File: src/hw/rtl/spd_pkg.sv
`default_nettype none
package spd_pkg;

    // Packet layout
    localparam int unsigned PACKET_LENGTH = 16;
    localparam int unsigned NUM_AXES      = 6;
    localparam int unsigned POS_W         = 4;
    localparam int unsigned SUM_W         = 14;
    localparam int unsigned AXIS_W        = 16;

    localparam logic [POS_W-1:0] AXIS_LAST_POS = 4'd12;
    localparam logic [POS_W-1:0] CHECK_HI_POS  = 4'd13;
    localparam logic [POS_W-1:0] CHECK_LO_POS  = 4'd14;
    localparam logic [POS_W-1:0] LAST_POS      = POS_W'(PACKET_LENGTH - 1);

    localparam logic [AXIS_W-1:0] AXIS_OFFSET = 16'd8192;

    // Register reset values
    localparam logic [7:0] HEADER_RESET = 8'd150;
    localparam logic [7:0] TAIL_RESET   = 8'd141;

    // Register indexes
    localparam logic [1:0] CFG_HEADER = 2'd0;
    localparam logic [1:0] CFG_TAIL   = 2'd1;

    // Frame status codes
    localparam logic [1:0] STATUS_OK       = 2'd0;
    localparam logic [1:0] STATUS_TAIL     = 2'd1;
    localparam logic [1:0] STATUS_CHECKSUM = 2'd2;

    typedef logic [AXIS_W-1:0] axis_t;

    typedef struct packed {
        logic [7:0] header_value;
        logic [7:0] tail_value;
    } spd_cfg_t;

    typedef struct packed {
        axis_t [NUM_AXES-1:0] axes;
        logic [1:0]           status;
    } spd_result_t;

endpackage
`default_nettype wire

File: src/hw/rtl/spd_frame_engine.sv
`default_nettype none
module spd_frame_engine (
    input  wire logic                 aclk,
    input  wire logic                 aresetn,
    input  wire spd_pkg::spd_cfg_t    cfg,
    input  wire logic                 byte_valid,
    input  wire logic [7:0]           rx_byte,
    output logic                      res_fire,
    output spd_pkg::spd_result_t      res
);
    import spd_pkg::*;

    logic [POS_W-1:0]  pos_reg, pos_next;
    logic              in_frame_reg, in_frame_next;
    logic [SUM_W-1:0]  sum_reg, sum_next;
    logic [7:0]        prev_reg, prev_next;
    axis_t             check_reg, check_next;
    axis_t [NUM_AXES-1:0] commit_reg, commit_next;
    axis_t [NUM_AXES-1:0] staged_reg;

    logic              stage_we;
    logic [2:0]        stage_idx;
    axis_t             pair_value;
    logic [1:0]        status;

    // byte pair to axis value, modulo 2^16
    assign pair_value = {1'b0, prev_reg, 7'b0} + {8'b0, rx_byte} - AXIS_OFFSET;
    assign stage_idx  = pos_reg[3:1] - 3'd1;

    // frame checks, tail takes precedence
    always_comb begin
        if (rx_byte != cfg.tail_value) begin
            status = STATUS_TAIL;
        end else if ({2'b0, sum_reg} != check_reg) begin
            status = STATUS_CHECKSUM;
        end else begin
            status = STATUS_OK;
        end
    end

    // per-byte state update
    always_comb begin
        pos_next      = pos_reg;
        in_frame_next = in_frame_reg;
        sum_next      = sum_reg;
        prev_next     = prev_reg;
        check_next    = check_reg;
        commit_next   = commit_reg;
        stage_we      = 1'b0;
        res_fire      = 1'b0;
        if (byte_valid) begin
            if (!in_frame_reg) begin
                if (rx_byte == cfg.header_value) begin
                    in_frame_next = 1'b1;
                    sum_next      = {6'b0, rx_byte};
                    pos_next      = 4'd1;
                end
            end else begin
                if (pos_reg <= AXIS_LAST_POS) begin
                    sum_next = sum_reg + {6'b0, rx_byte};
                    if (pos_reg[0]) begin
                        prev_next = rx_byte;
                    end else begin
                        stage_we = 1'b1;
                    end
                end else if (pos_reg == CHECK_HI_POS) begin
                    prev_next = rx_byte;
                end else if (pos_reg == CHECK_LO_POS) begin
                    check_next = {1'b0, prev_reg, 7'b0} + {8'b0, rx_byte};
                end

                if (pos_reg != LAST_POS) begin
                    pos_next = pos_reg + 4'd1;
                end else begin
                    res_fire      = 1'b1;
                    in_frame_next = 1'b0;
                    pos_next      = '0;
                    if (status == STATUS_OK) begin
                        commit_next = staged_reg;
                    end
                end
            end
        end
    end

    assign res.axes   = commit_next;
    assign res.status = status;

    // control and committed state
    always_ff @(posedge aclk) begin
        if (!aresetn) begin
            pos_reg      <= '0;
            in_frame_reg <= 1'b0;
            sum_reg      <= '0;
            prev_reg     <= '0;
            check_reg    <= '0;
            commit_reg   <= '0;
        end else begin
            pos_reg      <= pos_next;
            in_frame_reg <= in_frame_next;
            sum_reg      <= sum_next;
            prev_reg     <= prev_next;
            check_reg    <= check_next;
            commit_reg   <= commit_next;
        end
    end

    // staged axes, written before read in every packet
    always_ff @(posedge aclk) begin
        if (stage_we) begin
            staged_reg[stage_idx] <= pair_value;
        end
    end

endmodule
`default_nettype wire

File: src/hw/rtl/six_axis_packet_deframer_core.sv
// Flow: an accepted byte waits in the input register until the result slot
//   can take a transaction; a result it completes goes to the result register.
// Throughput: one byte per cycle while the result slot is empty or being taken;
//   the frame update sits between the input register and the result register.
// Reset: synchronous, active low; hunts for a header, committed axes zero,
//   registers at header 150 and tail 141.
`default_nettype none
module six_axis_packet_deframer_core (
    input  wire logic        aclk,
    input  wire logic        aresetn,
    input  wire logic        cfg_wr_en,
    input  wire logic [1:0]  cfg_index,
    input  wire logic [7:0]  cfg_wdata,
    input  wire logic        s_valid,
    output logic             s_ready,
    input  wire logic [7:0]  s_rx_byte,
    output logic             m_valid,
    input  wire logic        m_ready,
    output logic [15:0]      m_axis_x,
    output logic [15:0]      m_axis_y,
    output logic [15:0]      m_axis_z,
    output logic [15:0]      m_axis_a,
    output logic [15:0]      m_axis_b,
    output logic [15:0]      m_axis_c,
    output logic [1:0]       m_frame_status
);
    import spd_pkg::*;

    spd_cfg_t    cfg_reg;
    logic        in_valid_reg;
    logic [7:0]  in_byte_reg;
    logic        out_valid_reg, out_valid_next;
    spd_result_t out_reg;

    logic        advance;
    logic        proc;
    logic        res_fire;
    spd_result_t res;

    // configuration registers
    always_ff @(posedge aclk) begin
        if (!aresetn) begin
            cfg_reg.header_value <= HEADER_RESET;
            cfg_reg.tail_value   <= TAIL_RESET;
        end else if (cfg_wr_en) begin
            case (cfg_index)
                CFG_HEADER: cfg_reg.header_value <= cfg_wdata;
                CFG_TAIL:   cfg_reg.tail_value   <= cfg_wdata;
                default:    ;
            endcase
        end
    end

    // input stage advances whenever the result slot can take a transaction
    assign advance = !out_valid_reg || m_ready;
    assign s_ready = !in_valid_reg || advance;
    assign proc    = in_valid_reg && advance;

    always_ff @(posedge aclk) begin
        if (!aresetn) begin
            in_valid_reg <= 1'b0;
        end else if (s_ready) begin
            in_valid_reg <= s_valid;
        end
    end

    always_ff @(posedge aclk) begin
        if (s_valid && s_ready) begin
            in_byte_reg <= s_rx_byte;
        end
    end

    spd_frame_engine u_engine (
        .aclk       (aclk),
        .aresetn    (aresetn),
        .cfg        (cfg_reg),
        .byte_valid (proc),
        .rx_byte    (in_byte_reg),
        .res_fire   (res_fire),
        .res        (res)
    );

    // result register
    always_comb begin
        out_valid_next = out_valid_reg;
        if (proc && res_fire) begin
            out_valid_next = 1'b1;
        end else if (m_ready) begin
            out_valid_next = 1'b0;
        end
    end

    always_ff @(posedge aclk) begin
        if (!aresetn) begin
            out_valid_reg <= 1'b0;
        end else begin
            out_valid_reg <= out_valid_next;
        end
    end

    always_ff @(posedge aclk) begin
        if (proc && res_fire) begin
            out_reg <= res;
        end
    end

    assign m_valid        = out_valid_reg;
    assign m_axis_x       = out_reg.axes[0];
    assign m_axis_y       = out_reg.axes[1];
    assign m_axis_z       = out_reg.axes[2];
    assign m_axis_a       = out_reg.axes[3];
    assign m_axis_b       = out_reg.axes[4];
    assign m_axis_c       = out_reg.axes[5];
    assign m_frame_status = out_reg.status;

endmodule
`default_nettype wire

File: config.mk
export PLATFORM = sky130hd
export DESIGN_NAME = six_axis_packet_deframer_core
export DESIGN_NICKNAME = d
export VERILOG_FILES = /design/src/hw/rtl/spd_pkg.sv /design/src/hw/rtl/spd_frame_engine.sv /design/src/hw/rtl/six_axis_packet_deframer_core.sv
export SDC_FILE = /design/constraint.sdc
export NUM_CORES = 1
export LEC_CHECK = 0
export ABC_CLOCK_PERIOD_IN_PS = 8500
export BUFFER_PORTS_ARGS = -buffer_cell sky130_fd_sc_hd__buf_2
export CELL_PAD_IN_SITES_DETAIL_PLACEMENT = 1
export CELL_PAD_IN_SITES_GLOBAL_PLACEMENT = 2
export CORE_AREA = 2 2 235 237
export DETAILED_ROUTE_END_ITERATION = 10
export DIE_AREA = 0 0 237 239
export HOLD_SLACK_MARGIN = 0.03
export MAX_ROUTING_LAYER = met4
export PLACE_DENSITY = 0.54
export SETUP_SLACK_MARGIN = 0.2
export SYNTH_ARGS = -nofsm -noshare
export SYNTH_HDL_FRONTEND = slang
export SYNTH_SLANG_ARGS = --single-unit
File: constraint.sdc
create_clock -name aclk -period 8.5 [get_ports aclk]
set_input_delay 0 -clock aclk [delete_from_list [all_inputs] [get_ports aclk]]
set_output_delay 0 -clock aclk [all_outputs]
set_load 0.01 [all_outputs]
== Word level (Yosys, flattened, before mapping) ==
Cells that the tools add are included.
Word-level totals
  logic and storage cells: 97
  output and inout bits: 100
  bits in registers: 359
Operators by class
  $lt $le $gt $ge: 3
  eq/ne operators: 9
  bitwise gates (word level): 2
  mux-type cells: 30
  reductions and logical operators: 19
  add/sub/neg operators: 5
Operators by type and width (number)
  96-bit two-way mux: 4
  96-bit bitwise mux: 1
  16-bit demux with 3-bit select: 1
  14-bit two-way mux: 3
  8-bit two-way mux: 3
  15-bit by 8-bit adder with 16-bit output: 1
  16-bit two-way mux: 1
  14-bit by 16-bit != test with 1-bit output: 1
  16-bit by 14-bit subtractor with 16-bit output, second input constant: 1
  14-bit by 8-bit adder with 14-bit output: 1
  1-bit two-way mux: 12
  4-bit two-way mux: 3
  4-bit equality test, second input constant: 2
  8-bit equality test: 1
  8-bit != test: 1
  2-bit AND reduction: 3
  2-bit nonzero test: 3
  5-bit AND reduction: 1
  4-bit by 1-bit adder with 4-bit output, second input constant: 1
  4-bit less-or-equal comparator, second input constant: 1
  1-bit logical AND: 4
  2-bit zero test: 2
  3-bit by 4-bit < comparator with 1-bit output, second input constant: 1
  2-bit two-way mux: 2
  11 further kinds: 14

== Depth between registers and ports, before layout ==
  depth in word-level cells: 8
  gate-level depth with buffers: 10

== Modules after synthesis ==
From an unflattened synthesis, not the netlist that was laid out.
Second synthesis, totals
  cells, all modules: 1159
  area, all modules: 13556.8 um^2
Modules (own cells, without submodules)
  spd_frame_engine: cells each 974, area each 9606.7 um^2, sequential area each 5665.4 um^2, instances 1
  six_axis_packet_deframer_core: cells each 185, area each 3950.0 um^2, sequential area each 3543.4 um^2, instances 1

== Least setup slack after synthesis ==
No wires, ideal clock.
  path type: flip-flop to flip-flop
  start point: register u_engine.pos_reg[0]
  end point: register out_reg (netlist bit m_axis_a[0]), enable pin
  period minus slack after synthesis: 3248 ps
  setup slack: 5252 ps
  arrival: 2796 ps
  stages on the path, launching flop included: 5
  data required time: 8048 ps
  path through: dfxtp_1 ha_1 and3_1 nand2_1 inv_1
On the way
  cells in the longest elaborated chain, start to end: 5
RTL lines
  start: declaration: line spd_frame_engine.sv:13  | logic [POS_W-1:0] pos_reg, pos_next;
  start signal: assignment: line spd_frame_engine.sv:99  | pos_reg <= pos_next;
  4-bit != test: line spd_frame_engine.sv:72  | if (pos_reg != LAST_POS) begin
  1-bit two-way mux: line spd_frame_engine.sv:72
  1-bit two-way mux: line spd_frame_engine.sv:52  | if (!in_frame_reg) begin
  1-bit two-way mux: line spd_frame_engine.sv:51  | if (byte_valid) begin
  1-bit logical AND: line six_axis_packet_deframer_core.sv:102  | if (proc && res_fire) begin
  end signal: assignment: line six_axis_packet_deframer_core.sv:103  | out_reg <= res;
  end: declaration: line six_axis_packet_deframer_core.sv:33  | spd_result_t out_reg;
Every way passes these cells.
A chain may end at the register's enable or synchronous reset.

==> results_dict.tcl <==
set metrics [dict create \
    synth_area_um2 13400 \
    wl_mm 34.0 \
    core_um2 54300 \
    cts-buffers-inserted 42 \
    hp-class "in -> reg" \
    power.leakage_uw 0.00585 \
    ys_seq_elements 359 \
    timing.setup.tns_ps 0 \
    nets 1114 \
    wl_per_cell_um 18.8 \
    clk_pin_slew_worst_paths_ps 60 \
    crit_path_end_kind "register" \
    place_congestion 0.726 \
    port_buffers 122 \
    synth_top_area_frac 0.451 \
    grt_pass1_vias 7827 \
    crit_arrival_ps 4140 \
    synth-seq-area-share 0.685 \
    synth.top_cells.by_area "edfxtp_1 (45%), dfxtp_1 (23%), mux2_2 (4.7%)" \
    path_cells "xor2_1 -> nor4_1 -> nand2_1 -> or3b_4 -> buf_4 -> buf_4 -> mux2_2 -> and2_1" \
    holdWs_ps 161 \
    slew_headroom 0.287 \
    drt-initial-drc-count 326 \
    yosysMostFrequentCell "edfxtp_1" \
    cts_root_buf "clkbuf_16" \
    ant_nets 0 \
    syn_nets 947 \
    rows 86 \
    synth.avg_cell_area_um2 14.8 \
    period_needed_ps 3700 \
    overflow 0 \
    ys_async_sr_fraction 0 \
    setup_viol 0 \
    worstMarginPinSlew_ps 1070 \
    yosys.area.top_type "edfxtp_1" \
    tritoncts "built" \
    syn_inst 906 \
    fmax_mhz 270 \
    area_growth_pct 22.6 \
    synth_edf_count 202 \
    grt_pass1_wl_mm 50.9 \
    path_buf_inv 2 \
    grt_max_degree 64 \
    h-tree-depth 2 \
    status "finished clean" \
    vias 7524 \
    synth-compound-area-share 0.0438 \
    dp_hpwl_mm 21.6 \
    rsz0062_at_grt "no" \
    avgViaCountPerCell 4.16 \
    skew_ps 18.3 \
    path_delay_family "buffers and inverters" \
    synth_mux_area_frac 0.109 \
    drv_slew 0 \
    ir_drop_mv 0.118 \
    cp-start-kind "register" \
    hold_buffers 23 \
    grt.total_usage 0.124 \
    synthAdderAreaFrac 0.0173 \
    synthSimpleGateAreaFrac 0.0966 \
    cp_common_cell "buf_4" \
    cts_setup_buffers 0 \
    firstDrtPassIters 4 \
    cts_resized 0 \
    synth_top_family_by_area "multiplexers" \
    cp.required_ps 8930 \
    diodes 0 \
    critical_path_class "reg -> reg" \
    start_util 0.247 \
    finalHoldViolCount 0 \
    ios 123 \
    antenna_found_initial 2 \
    fp.dieH_um 239 \
    drive_gt1_frac 0.279 \
    cap_violations 0 \
    die_x_um 237 \
    drc_errors 0 \
    synthTopCellsByCount "edfxtp_1 (202), dfxtp_1 (157), and2_1 (97)" \
    clock_latency_ps 560 \
    cp_slowest_cell "edfxtp_1" \
    ctsLongestPathBuffers 3 \
    synth_cell_types 54 \
    yosys_warnings 0 \
    clock-sinks 359 \
    synth-xor-area-share 0.0293 \
    power.density_nw_per_um2 226 \
    die_area_um2 56600 \
    slowest_delay_ps 950 \
    period_share 0.436 \
    critPathMaxFanout 56 \
    ys.flop_type "edfxtp_1" \
]
power breakdown:
part / switching (uW) / total, uW / internal [uW] / leakage [uW]
sequential: 19.2 / 1850 / 1830 / 0.00280
clock: 725 / 1800 / 1080 / 0.000672
combinational: 36.1 / 64.9 / 28.9 / 0.00237
metal layers:
metal,global-route usage,vias to the layer above,part of all wire
met1,0.157,3769,0.46
met5,-,-,0
met3,0.0275,46,0.043
li1,-,3576,-
met2,0.204,133,0.48
met4,0.0265,0,0.014
cell type report:
cell class | instances | area [um^2]
multi-input cells | 501 | 4000
clock buffers | 62 | 1210
well taps | 704 | 881
flip-flops and latches | 359 | 9210
clock inverters | 15 | 176
inverters | 8 | 32.5
repair buffers | 161 | 963
fillers | 5738 | 37900
kinds of logic (layout without fill, tap and decap cells):
logic type,Yosys count,count (layout)
compound gates,84,84
xor+xnor,45,45
fa+ha+maj,18,18
buf+inv,46,246
flops,359,359
mux,119,119
simple gates,235,235
layout by cell type (no fill, tap or decap), drive strengths merged, types with 23 or more instances in the layout:
cell type	count
and2	98
buf	138
clkbuf	62
dfxtp	157
dlygate4sd3	23
edfxtp	202
mux2	96
mux2i	23
nand2	55
nor2	25
xnor2	31
per-stage QoR:
step	cells	utilization	area (um^2)	setup WS, ps	power, uW
global route	1810	0.303	16500	4490	3860
global placement	1710	0.273	14900	4700	1940
detailed placement	1710	0.273	14900	4680	1950
finish	1810	0.303	16500	4800	3720
CTS	1810	0.303	16500	4660	3790
floorplan	906	-	13400	5250	1910
path summary, 6_finish.rpt:
path / from / to / slack, ps / depth (start not counted)
max: in_byte_reg[0]$_DFFE_PP_ / u_engine.commit_reg[26]$_SDFF_PN0_ / 4800 / 8
min: s_rx_byte[7] / in_byte_reg[7]$_DFFE_PP_ / 160 / 2
max reg2reg: in_byte_reg[0]$_DFFE_PP_ / u_engine.commit_reg[26]$_SDFF_PN0_ / 4800 / 8
min reg2reg: u_engine.check_reg[15]$_SDFFE_PN0P_ / u_engine.check_reg[15]$_SDFFE_PN0P_ / 480 / 2
Note: power is estimated with default switching activity, not from simulation.
